<file path="src/rtl/rhc_pkg.sv">
// rhc_pkg: shared types and fixed constants of the RGB to HSV converter.
// No dependencies; imported by every module of the block.
package rhc_pkg;

    // Width of the pixel ports, fixed by the interface
    localparam int unsigned CH_PORT_BITS  = 16;
    localparam int unsigned HUE_OUT_BITS  = 15;
    localparam int unsigned SAT_OUT_BITS  = 16;

    // Hue arithmetic in whole degrees
    localparam int unsigned HUE_SECTOR_DEG = 60;
    localparam int unsigned HUE_DEG_FULL   = 360;
    localparam int unsigned HUE_INT_BITS   = 9;   // numerator / diff is at most 420
    localparam int unsigned OFF_BITS       = 9;

    localparam logic [OFF_BITS-1:0] OFF_RED   = 9'd360;
    localparam logic [OFF_BITS-1:0] OFF_GREEN = 9'd120;
    localparam logic [OFF_BITS-1:0] OFF_BLUE  = 9'd240;

    // Saturation is Q0.16; the raw quotient can reach 1.0, hence one more bit
    localparam int unsigned SAT_FRAC_BITS = 16;
    localparam int unsigned SAT_Q_BITS    = SAT_FRAC_BITS + 1;

    typedef enum logic [1:0] {
        SEC_RED,
        SEC_GREEN,
        SEC_BLUE
    } t_sector;

    // Control flags that travel with each request down the chain
    typedef struct packed {
        logic valid;
        logic grey;   // max == min, hue forced to zero
        logic dark;   // max == 0, saturation forced to zero
    } t_cell_ctrl;

    function automatic logic [OFF_BITS-1:0] sector_offset(input t_sector sec);
        logic [OFF_BITS-1:0] off;
        unique case (sec)
            SEC_RED:   off = OFF_RED;
            SEC_GREEN: off = OFF_GREEN;
            SEC_BLUE:  off = OFF_BLUE;
            default:   off = OFF_RED;
        endcase
        return off;
    endfunction

endpackage

</file>
<file path="src/rtl/rhc_front.sv">
// rhc_front: two-stage front end; finds max/min and the hue sector, then forms
// the difference and the scaled hue numerator. Depends on rhc_pkg.
module rhc_front #(
    parameter int unsigned W = 16
) (
    input  logic                                i_clk,
    input  logic                                i_rst_n,
    input  logic                                i_en,
    input  logic                                i_valid,
    input  logic [W-1:0]                        i_r,
    input  logic [W-1:0]                        i_g,
    input  logic [W-1:0]                        i_b,
    input  logic [rhc_pkg::CH_PORT_BITS-1:0]    i_alpha,
    output rhc_pkg::t_cell_ctrl                 o_ctrl,
    output logic [W-1:0]                        o_mx,
    output logic [W-1:0]                        o_diff,
    output logic [W+8:0]                        o_num,
    output logic [rhc_pkg::CH_PORT_BITS-1:0]    o_alpha
);
    import rhc_pkg::*;

    localparam int unsigned NW = W + 11;

    // stage 1
    t_sector                 n_sec;
    logic [W-1:0]            n_mx;
    logic [W-1:0]            n_mn;
    logic [W-1:0]            n_mn_rg;
    logic signed [W:0]       n_d;

    logic                    r1_valid;
    t_sector                 r1_sec;
    logic [W-1:0]            r1_mx;
    logic [W-1:0]            r1_mn;
    logic signed [W:0]       r1_d;
    logic [CH_PORT_BITS-1:0] r1_alpha;

    // stage 2
    logic [W-1:0]            n_diff;
    logic signed [NW-1:0]    n_num_s;

    always_comb begin
        if (i_r >= i_g && i_r >= i_b) begin
            n_sec = SEC_RED;
        end else if (i_g >= i_b) begin
            n_sec = SEC_GREEN;
        end else begin
            n_sec = SEC_BLUE;
        end

        n_mn_rg = (i_r < i_g) ? i_r : i_g;
        n_mn    = (n_mn_rg < i_b) ? n_mn_rg : i_b;

        unique case (n_sec)
            SEC_RED: begin
                n_mx = i_r;
                n_d  = $signed({1'b0, i_g}) - $signed({1'b0, i_b});
            end
            SEC_GREEN: begin
                n_mx = i_g;
                n_d  = $signed({1'b0, i_b}) - $signed({1'b0, i_r});
            end
            SEC_BLUE: begin
                n_mx = i_b;
                n_d  = $signed({1'b0, i_r}) - $signed({1'b0, i_g});
            end
            default: begin
                n_mx = i_r;
                n_d  = '0;
            end
        endcase
    end

    always_ff @(posedge i_clk) begin
        if (!i_rst_n) begin
            r1_valid <= 1'b0;
        end else if (i_en) begin
            r1_valid <= i_valid;
        end
    end

    always_ff @(posedge i_clk) begin
        if (i_en) begin
            r1_sec   <= n_sec;
            r1_mx    <= n_mx;
            r1_mn    <= n_mn;
            r1_d     <= n_d;
            r1_alpha <= i_alpha;
        end
    end

    // num = 60*d + offset*diff, always in [60*diff, 420*diff]
    always_comb begin
        n_diff  = r1_mx - r1_mn;
        n_num_s = NW'(r1_d) * NW'(HUE_SECTOR_DEG)
                + $signed(NW'(n_diff)) * $signed(NW'(sector_offset(r1_sec)));
    end

    always_ff @(posedge i_clk) begin
        if (!i_rst_n) begin
            o_ctrl <= '0;
        end else if (i_en) begin
            o_ctrl.valid <= r1_valid;
            o_ctrl.grey  <= (n_diff == '0);
            o_ctrl.dark  <= (r1_mx == '0);
        end
    end

    always_ff @(posedge i_clk) begin
        if (i_en) begin
            o_mx    <= r1_mx;
            o_diff  <= n_diff;
            o_num   <= n_num_s[W+8:0];
            o_alpha <= r1_alpha;
        end
    end

endmodule

</file>
<file path="src/rtl/rhc_div_cell.sv">
// rhc_div_cell: one restoring-division step for the hue and saturation
// quotients, registered, passing the pixel on to the next cell. Uses rhc_pkg.
module rhc_div_cell #(
    parameter int unsigned W      = 16,
    parameter int unsigned QH     = 15,
    parameter int unsigned QS     = 17,
    parameter bit          DO_HUE = 1'b1,
    parameter bit          DO_SAT = 1'b1
) (
    input  logic                                i_clk,
    input  logic                                i_rst_n,
    input  logic                                i_en,
    input  rhc_pkg::t_cell_ctrl                 i_ctrl,
    input  logic [W-1:0]                        i_hue_div,
    input  logic [W-1:0]                        i_hue_rem,
    input  logic [QH-1:0]                       i_hue_bits,
    input  logic [QH-1:0]                       i_hue_q,
    input  logic [W-1:0]                        i_sat_div,
    input  logic [W-1:0]                        i_sat_rem,
    input  logic [QS-1:0]                       i_sat_bits,
    input  logic [QS-1:0]                       i_sat_q,
    input  logic [rhc_pkg::CH_PORT_BITS-1:0]    i_alpha,
    output rhc_pkg::t_cell_ctrl                 o_ctrl,
    output logic [W-1:0]                        o_hue_div,
    output logic [W-1:0]                        o_hue_rem,
    output logic [QH-1:0]                       o_hue_bits,
    output logic [QH-1:0]                       o_hue_q,
    output logic [W-1:0]                        o_sat_div,
    output logic [W-1:0]                        o_sat_rem,
    output logic [QS-1:0]                       o_sat_bits,
    output logic [QS-1:0]                       o_sat_q,
    output logic [rhc_pkg::CH_PORT_BITS-1:0]    o_alpha
);
    import rhc_pkg::*;

    logic [W:0]    hue_trial;
    logic          hue_ge;
    logic [W:0]    sat_trial;
    logic          sat_ge;

    logic [W-1:0]  n_hue_rem;
    logic [QH-1:0] n_hue_bits;
    logic [QH-1:0] n_hue_q;
    logic [W-1:0]  n_sat_rem;
    logic [QS-1:0] n_sat_bits;
    logic [QS-1:0] n_sat_q;

    always_comb begin
        hue_trial = {i_hue_rem, i_hue_bits[QH-1]};
        hue_ge    = (hue_trial >= {1'b0, i_hue_div});
        sat_trial = {i_sat_rem, i_sat_bits[QS-1]};
        sat_ge    = (sat_trial >= {1'b0, i_sat_div});

        if (DO_HUE) begin
            n_hue_rem  = hue_ge ? W'(hue_trial - {1'b0, i_hue_div}) : hue_trial[W-1:0];
            n_hue_bits = {i_hue_bits[QH-2:0], 1'b0};
            n_hue_q    = {i_hue_q[QH-2:0], hue_ge};
        end else begin
            n_hue_rem  = i_hue_rem;
            n_hue_bits = i_hue_bits;
            n_hue_q    = i_hue_q;
        end

        if (DO_SAT) begin
            n_sat_rem  = sat_ge ? W'(sat_trial - {1'b0, i_sat_div}) : sat_trial[W-1:0];
            n_sat_bits = {i_sat_bits[QS-2:0], 1'b0};
            n_sat_q    = {i_sat_q[QS-2:0], sat_ge};
        end else begin
            n_sat_rem  = i_sat_rem;
            n_sat_bits = i_sat_bits;
            n_sat_q    = i_sat_q;
        end
    end

    always_ff @(posedge i_clk) begin
        if (!i_rst_n) begin
            o_ctrl <= '0;
        end else if (i_en) begin
            o_ctrl <= i_ctrl;
        end
    end

    always_ff @(posedge i_clk) begin
        if (i_en) begin
            o_hue_div  <= i_hue_div;
            o_hue_rem  <= n_hue_rem;
            o_hue_bits <= n_hue_bits;
            o_hue_q    <= n_hue_q;
            o_sat_div  <= i_sat_div;
            o_sat_rem  <= n_sat_rem;
            o_sat_bits <= n_sat_bits;
            o_sat_q    <= n_sat_q;
            o_alpha    <= i_alpha;
        end
    end

endmodule

</file>
<file path="src/rtl/rgb_to_hsv_converter.sv">
// rgb_to_hsv_converter: top level; front end, chain of division cells and
// the output register. Depends on rhc_pkg, rhc_front and rhc_div_cell.
//
//  channel | handshake           | payload
//  --------+---------------------+-------------------------------------------
//  pixel in| i_valid / o_stall   | i_red, i_green, i_blue, i_alpha
//  hsv out | o_valid / i_stall   | o_hue, o_saturation, o_brightness, o_alpha_out
//
// One request per clock while no result is held at the output. The pipeline is
// two front-end stages, one cell per quotient bit, one output register.
// The cell count is set by the longer of the two quotients (hue or saturation).
// A held result at the output freezes the whole chain; o_stall rises only then.
// Synchronous reset clears all valid flags; no clearing pass.
module rgb_to_hsv_converter #(
    parameter int unsigned CHANNEL_BITS      = 16,
    parameter int unsigned HUE_FRACTION_BITS = 6
) (
    input  logic                                i_clk,
    input  logic                                i_rst_n,
    input  logic                                i_valid,
    output logic                                o_stall,
    input  logic [rhc_pkg::CH_PORT_BITS-1:0]    i_red,
    input  logic [rhc_pkg::CH_PORT_BITS-1:0]    i_green,
    input  logic [rhc_pkg::CH_PORT_BITS-1:0]    i_blue,
    input  logic [rhc_pkg::CH_PORT_BITS-1:0]    i_alpha,
    output logic                                o_valid,
    input  logic                                i_stall,
    output logic [rhc_pkg::HUE_OUT_BITS-1:0]    o_hue,
    output logic [rhc_pkg::SAT_OUT_BITS-1:0]    o_saturation,
    output logic [rhc_pkg::CH_PORT_BITS-1:0]    o_brightness,
    output logic [rhc_pkg::CH_PORT_BITS-1:0]    o_alpha_out
);
    import rhc_pkg::*;

    localparam int unsigned W  = CHANNEL_BITS;
    localparam int unsigned F  = HUE_FRACTION_BITS;
    localparam int unsigned QH = HUE_INT_BITS + F;
    localparam int unsigned QS = SAT_Q_BITS;
    localparam int unsigned L  = (QH > QS) ? QH : QS;

    localparam logic [QH-1:0] HUE_FULL = QH'(HUE_DEG_FULL) << F;

    logic                    en;

    t_cell_ctrl              f_ctrl;
    logic [W-1:0]            f_mx;
    logic [W-1:0]            f_diff;
    logic [W+8:0]            f_num;
    logic [CH_PORT_BITS-1:0] f_alpha;

    t_cell_ctrl              c_ctrl     [L+1];
    logic [W-1:0]            c_hue_div  [L+1];
    logic [W-1:0]            c_hue_rem  [L+1];
    logic [QH-1:0]           c_hue_bits [L+1];
    logic [QH-1:0]           c_hue_q    [L+1];
    logic [W-1:0]            c_sat_div  [L+1];
    logic [W-1:0]            c_sat_rem  [L+1];
    logic [QS-1:0]           c_sat_bits [L+1];
    logic [QS-1:0]           c_sat_q    [L+1];
    logic [CH_PORT_BITS-1:0] c_alpha    [L+1];

    logic [QH-1:0]           hue_q;
    logic [QS-1:0]           sat_q;
    logic [HUE_OUT_BITS-1:0] n_hue;
    logic [SAT_OUT_BITS-1:0] n_sat;

    logic                    r_out_valid;
    logic [HUE_OUT_BITS-1:0] r_hue;
    logic [SAT_OUT_BITS-1:0] r_sat;
    logic [CH_PORT_BITS-1:0] r_bright;
    logic [CH_PORT_BITS-1:0] r_alpha;

    assign en      = !(r_out_valid && i_stall);
    assign o_stall = r_out_valid && i_stall;

    rhc_front #(.W(W)) u_front (
        .i_clk   (i_clk),
        .i_rst_n (i_rst_n),
        .i_en    (en),
        .i_valid (i_valid),
        .i_r     (W'(i_red)),
        .i_g     (W'(i_green)),
        .i_b     (W'(i_blue)),
        .i_alpha (i_alpha),
        .o_ctrl  (f_ctrl),
        .o_mx    (f_mx),
        .o_diff  (f_diff),
        .o_num   (f_num),
        .o_alpha (f_alpha)
    );

    // Hue: quotient of (num << F) / diff fits QH bits, so the top part of the
    // dividend starts as the remainder and the low QH bits are shifted in.
    // Saturation: (diff << 16) / max, 17 quotient bits, same split.
    assign c_ctrl[0]     = f_ctrl;
    assign c_hue_div[0]  = f_diff;
    assign c_hue_rem[0]  = f_num[W+8:HUE_INT_BITS];
    assign c_hue_bits[0] = QH'(f_num[HUE_INT_BITS-1:0]) << F;
    assign c_hue_q[0]    = '0;
    assign c_sat_div[0]  = f_mx;
    assign c_sat_rem[0]  = f_diff >> 1;
    assign c_sat_bits[0] = QS'(f_diff[0]) << SAT_FRAC_BITS;
    assign c_sat_q[0]    = '0;
    assign c_alpha[0]    = f_alpha;

    for (genvar gi = 0; gi < L; gi++) begin : g_cell
        rhc_div_cell #(
            .W      (W),
            .QH     (QH),
            .QS     (QS),
            .DO_HUE (gi < QH),
            .DO_SAT (gi < QS)
        ) u_cell (
            .i_clk      (i_clk),
            .i_rst_n    (i_rst_n),
            .i_en       (en),
            .i_ctrl     (c_ctrl[gi]),
            .i_hue_div  (c_hue_div[gi]),
            .i_hue_rem  (c_hue_rem[gi]),
            .i_hue_bits (c_hue_bits[gi]),
            .i_hue_q    (c_hue_q[gi]),
            .i_sat_div  (c_sat_div[gi]),
            .i_sat_rem  (c_sat_rem[gi]),
            .i_sat_bits (c_sat_bits[gi]),
            .i_sat_q    (c_sat_q[gi]),
            .i_alpha    (c_alpha[gi]),
            .o_ctrl     (c_ctrl[gi+1]),
            .o_hue_div  (c_hue_div[gi+1]),
            .o_hue_rem  (c_hue_rem[gi+1]),
            .o_hue_bits (c_hue_bits[gi+1]),
            .o_hue_q    (c_hue_q[gi+1]),
            .o_sat_div  (c_sat_div[gi+1]),
            .o_sat_rem  (c_sat_rem[gi+1]),
            .o_sat_bits (c_sat_bits[gi+1]),
            .o_sat_q    (c_sat_q[gi+1]),
            .o_alpha    (c_alpha[gi+1])
        );
    end

    always_comb begin
        hue_q = c_hue_q[L];
        sat_q = c_sat_q[L];

        // wrap the red sector back into [0, 360)
        if (c_ctrl[L].grey) begin
            n_hue = '0;
        end else if (hue_q >= HUE_FULL) begin
            n_hue = HUE_OUT_BITS'(hue_q - HUE_FULL);
        end else begin
            n_hue = HUE_OUT_BITS'(hue_q);
        end

        if (c_ctrl[L].dark) begin
            n_sat = '0;
        end else if (sat_q[QS-1]) begin
            n_sat = '1;
        end else begin
            n_sat = sat_q[SAT_OUT_BITS-1:0];
        end
    end

    always_ff @(posedge i_clk) begin
        if (!i_rst_n) begin
            r_out_valid <= 1'b0;
        end else if (en) begin
            r_out_valid <= c_ctrl[L].valid;
        end
    end

    always_ff @(posedge i_clk) begin
        if (en) begin
            r_hue    <= n_hue;
            r_sat    <= n_sat;
            r_bright <= CH_PORT_BITS'(c_sat_div[L]);
            r_alpha  <= c_alpha[L];
        end
    end

    assign o_valid      = r_out_valid;
    assign o_hue        = r_hue;
    assign o_saturation = r_sat;
    assign o_brightness = r_bright;
    assign o_alpha_out  = r_alpha;

endmodule

</file>
<file path="config.mk">
export PLATFORM = sky130hd
export DESIGN_NAME = rgb_to_hsv_converter
export DESIGN_NICKNAME = d
export VERILOG_FILES = /design/src/rtl/rhc_pkg.sv /design/src/rtl/rhc_front.sv /design/src/rtl/rhc_div_cell.sv /design/src/rtl/rgb_to_hsv_converter.sv
export SDC_FILE = /design/constraint.sdc
export NUM_CORES = 2
export LEC_CHECK = 0
export BUFFER_PORTS_ARGS = -buffer_cell sky130_fd_sc_hd__buf_2
export CORE_MARGIN = 5
export CORE_UTILIZATION = 30
export CTS_BUF_LIST = sky130_fd_sc_hd__clkbuf_2
export CTS_CLUSTER_SIZE = 40
export DETAILED_ROUTE_END_ITERATION = 16
export PLACE_DENSITY = 0.42
export SLEW_MARGIN = 0
export SYNTH_ARGS = -nofsm -noshare
export SYNTH_HDL_FRONTEND = slang
export SYNTH_SLANG_ARGS = --single-unit
</file>
<file path="constraint.sdc">
create_clock -name i_clk -period 74.7 [get_ports i_clk]
set_input_delay 3.735 -clock i_clk [delete_from_list [all_inputs] [get_ports i_clk]]
set_output_delay 3.735 -clock i_clk [all_outputs]
set_load 0.02 [all_outputs]
</file>
==> implementation parameters <==
Parameter                              Value

Status
  Status ... finished clean

Synth
  Number of storage elements in the synthesis netlist ... 1829
  Prevailing post-synth register cell ... edfxtp_1
  Register area share after synthesis ... just under 60%
  Number of distinct library cells after synthesis ... 75
  Synth Area per Inst ... approximately 12 um^2
  Syn Inst Count ... ~7600
  Area share of the largest cell type after synthesis ... a little under three fifths
  Ys async rst share ... 0%
  Post-synthesis net count ... approximately 8400
  Number of synthesized flops with an enable pin ... between 1500 and 2000
  Total standard cell area after synthesis ... 93800 um^2
  Biggest area contributors in the synthesized netlist ... edfxtp_1 57%, ha_1 9.0%, inv_1 3.6%
  Number of warnings issued by yosys ... 0
  Top cell type by total area after synthesis ... edfxtp_1

Finish
  Multi-input combinational cell area ... ~36000 um^2
  Filler cell count in the final layout ... ~31000
  Final Net Count ... approximately 9000
  Leading cell type in the layout, fill and taps excluded ... edfxtp_1
  Area grow syn2layout ... 11.6%
  Leading cell types in the layout, fill and taps excluded ... 1773 x edfxtp_1, 896 x inv_1, 755 x clkbuf_2
  Share of post-route cells with drive strength above 1 ... approximately 15%
  Area used by sequential logic in the layout ... about 54000 um^2

Timing
  Highest achievable clock rate ... roughly 0.12 GHz
  Final TNS setup ... 0 ps
  Relative slew slack ... 25.1%
  Final count of pins violating max slew ... 0
  Setup repair after global routing missed its margin ... no
  Endpoints failing setup ... 0
  Min Clock Period, post-route ... 8330 ps
  Period utilisation layout ... between 10 and 15%
  Clock skew after layout ... ~140 ps
  Slew @ Worst Pin ... 1120 ps
  Final hold slack ... between 300 and 400 ps
  Count of final hold-check violations ... 0

CTS
  Hold-fix buffers, CTS ... 0
  Maximum level of the CTS H-tree ... 6
  Count of cells resized by post-cts repair ... 0
  Post-CTS setup buffer count ... 0
  TritonCTS Buffers ... approximately 530
  Clk pin slew, worst setup/hold paths ... 90 ps
  TritonCTS clock tree ... built
  Maximum clock insertion buffer count ... 4
  Clk Tree Root Cell ... clkbuf_2
  Number of clock sinks ... about 1800
  Clock latency at the later pin of the worst-skew pair ... 1860 ps

Flow run
  Max-Cap Viols ... 0

Min path
  Hold Crit Depth ... 0
  Worst-case hold path end point ... g_cell[8].u_cell.o_sat_q[6]
  Hold path startpoint ... g_cell[7].u_cell.o_sat_q[5]
  Kind of path behind the tightest hold check ... reg2reg

GRT
  Aggregate global-route resource usage ... 12.2%
  Vias in the first global route ... about 62000
  Number of antenna violations at the first check in global routing ... 5
  Global-route wire length before repair ... roughly 320000 um
  Largest net degree at the start of global routing ... slightly above 200
  GRT Residual Overflow ... 0

Routing
  DRT iter0 DRCs ... about 2800
  Number of detailed-routing iterations run before antenna repair ... 5
  Drt via density ... roughly 4.6
  Mean routed wirelength per cell ... 15.9 um
  Number of DRC violations after detailed routing ... 0
  Via count of the routed design ... roughly 58000
  Routed WL ... 202000 um
  Post-route ant nets ... 0

Floorplanning
  Count of standard-cell rows ... slightly above 200
  Starting utilization of the core area ... 30.1%
  Floorplan die width ... between 500 and 600 um
  Die footprint ... 324000 um^2
  Top-level port count ... about 130
  Area inside the core boundary ... between 300000 and 400000 um^2
  Die outline height ... around 570 um

Worst setup path
  Crit-path most repeated cell ... buf_2
  Worst setup path class ... in2out
  Critical Path Slowest Stage Cell ... nand2_4
  Critical path launch point ... i_stall
  Slowest stage delay, CP ... between 400 and 500 ps
  Critical path peak fanout ... 54
  Setup slack of the worst register-to-register path ... approximately 67000 ps
  Element type at the critical path end ... output port
  Worst Path Arrival ... approximately 4600 ps
  Worst setup SP type ... input pin
  WP data required ... approximately 71000 ps
  Worst path cell trace ... buf_2, nand2_4, inv_2, buf_2
  Worst reg2reg path startpoint ... u_front.r1_mx[1]
  FF-to-FF End ... u_front.o_num[24]
  Worst reg2reg path depth ... 24

Placement
  Number of input and output port buffers inserted ... approximately 130
  Detailed placement HPWL ... 147000 um
  Routability congestion estimate ... between 0.8 and 0.9
[worst max-delay path: cells and delay by family]
family | cells | cell delay, ps
buf+inv | 3 | 370
simple gates | 1 | 480
[cell usage after synthesis, types with 11 or more instances]
cell      number
a211oi_1      20
a21boi_0      55
a21o_1       214
a21oi_1      538
a221oi_1      22
a31oi_1       65
and2_1        64
and3_1        17
and4_1        11
buf_2         12
clkbuf_1      94
dfxtp_1       56
edfxtp_1    1773
fa_1         137
ha_1         672
inv_1        897
mux2_2       176
mux2i_1       39
nand2_1      409
nand2b_1      62
nand3_1       95
nand3b_1      24
nand4_1      106
nor2_1       484
nor2b_1      109
nor3_1       192
nor4_1        18
o211a_1       18
o211ai_1      24
o21a_1        72
o21ai_0      216
o21ba_2       19
o21bai_1      53
o22ai_1       30
o31a_1        21
o31ai_1       38
o31ai_2       17
o41ai_1       33
or2_2         35
or3_1        105
xnor2_1      317
xor2_1       115
[layout make-up]
class	instances	share of cell area, %
inverters	898	3.22
multi-input cells	4736	34.3
well taps	4140	4.95
repair buffers	183	1.06
flip-flops and latches	1829	51.9
diodes	4	0.00956
clock buffers	755	3.61
clock inverters	144	0.970
[worst max-delay path by stage]
stage / endpoint / slack [ps] / cells after the start
finish: o_stall / 66370 / 4
global route: o_stall / 66260 / 4
CTS: o_stall / 66310 / 4
floorplan: g_cell[0].u_cell.o_alpha[0] / 20190 / 2
detailed placement: o_brightness[4] / 64790 / 8
global placement: g_cell[16].u_cell.o_sat_div[4] / 64930 / 8
[through the flow]
step                      area [um^2]  setup slack [ps]  utilization [%]  std cells
after floorplan                 93800             20190                -       7571
after global placement          99900             64930             32.1      11800
after detailed placement        99900             64790             32.1      11800
after CTS                      105000             66310             33.6      12700
after global routing           105000             66260             33.6      12700
final                          105000             66370             33.6      12700
[registers in the layout, summed over array words and instances, names as in the netlist, 3 cells and up]
signal,count
g_cell.u_cell.o_alpha,272
g_cell.u_cell.o_ctrl,51
g_cell.u_cell.o_hue_bits,21
g_cell.u_cell.o_hue_div,224
g_cell.u_cell.o_hue_q,150
g_cell.u_cell.o_hue_rem,224
g_cell.u_cell.o_sat_div,272
g_cell.u_cell.o_sat_q,153
g_cell.u_cell.o_sat_rem,256
o_alpha_out,16
o_brightness,16
o_hue,15
o_saturation,16
u_front.o_alpha,16
u_front.o_ctrl,3
u_front.o_diff,16
u_front.o_mx,16
u_front.o_num,23
u_front.r1_alpha,16
u_front.r1_d,17
u_front.r1_mn,16
u_front.r1_mx,16
[per-layer routing]
metal	track usage [%]	wire length [um]	share of wire (%)
met1	13.6	82200	41
met2	22.5	103000	51
met3	2.28	7700	3.8
met4	5.68	8350	4.1
met5	0	75	0.037
[cells by family (layout without fill, tap and decap cells)]
| family | count (synthesis) | in the layout | share of synthesized area, % |
|---|---|---|---|
| buf+inv | 1006 | 1980 | 4.05 |
| fa+ha+maj | 809 | 809 | 11.9 |
| flops | 1829 | 1829 | 57.9 |
| xor+xnor | 432 | 432 | 4.03 |
| compound gates | 1533 | 1533 | 10.6 |
| other cells | 0 | 4 | 0 |
| mux | 215 | 215 | 2.53 |
| simple gates | 1747 | 1747 | 8.98 |
Power is left out: the tool's default activity adds up to more than one toggle a clock period on the data nets, which glitch-free logic cannot reach.
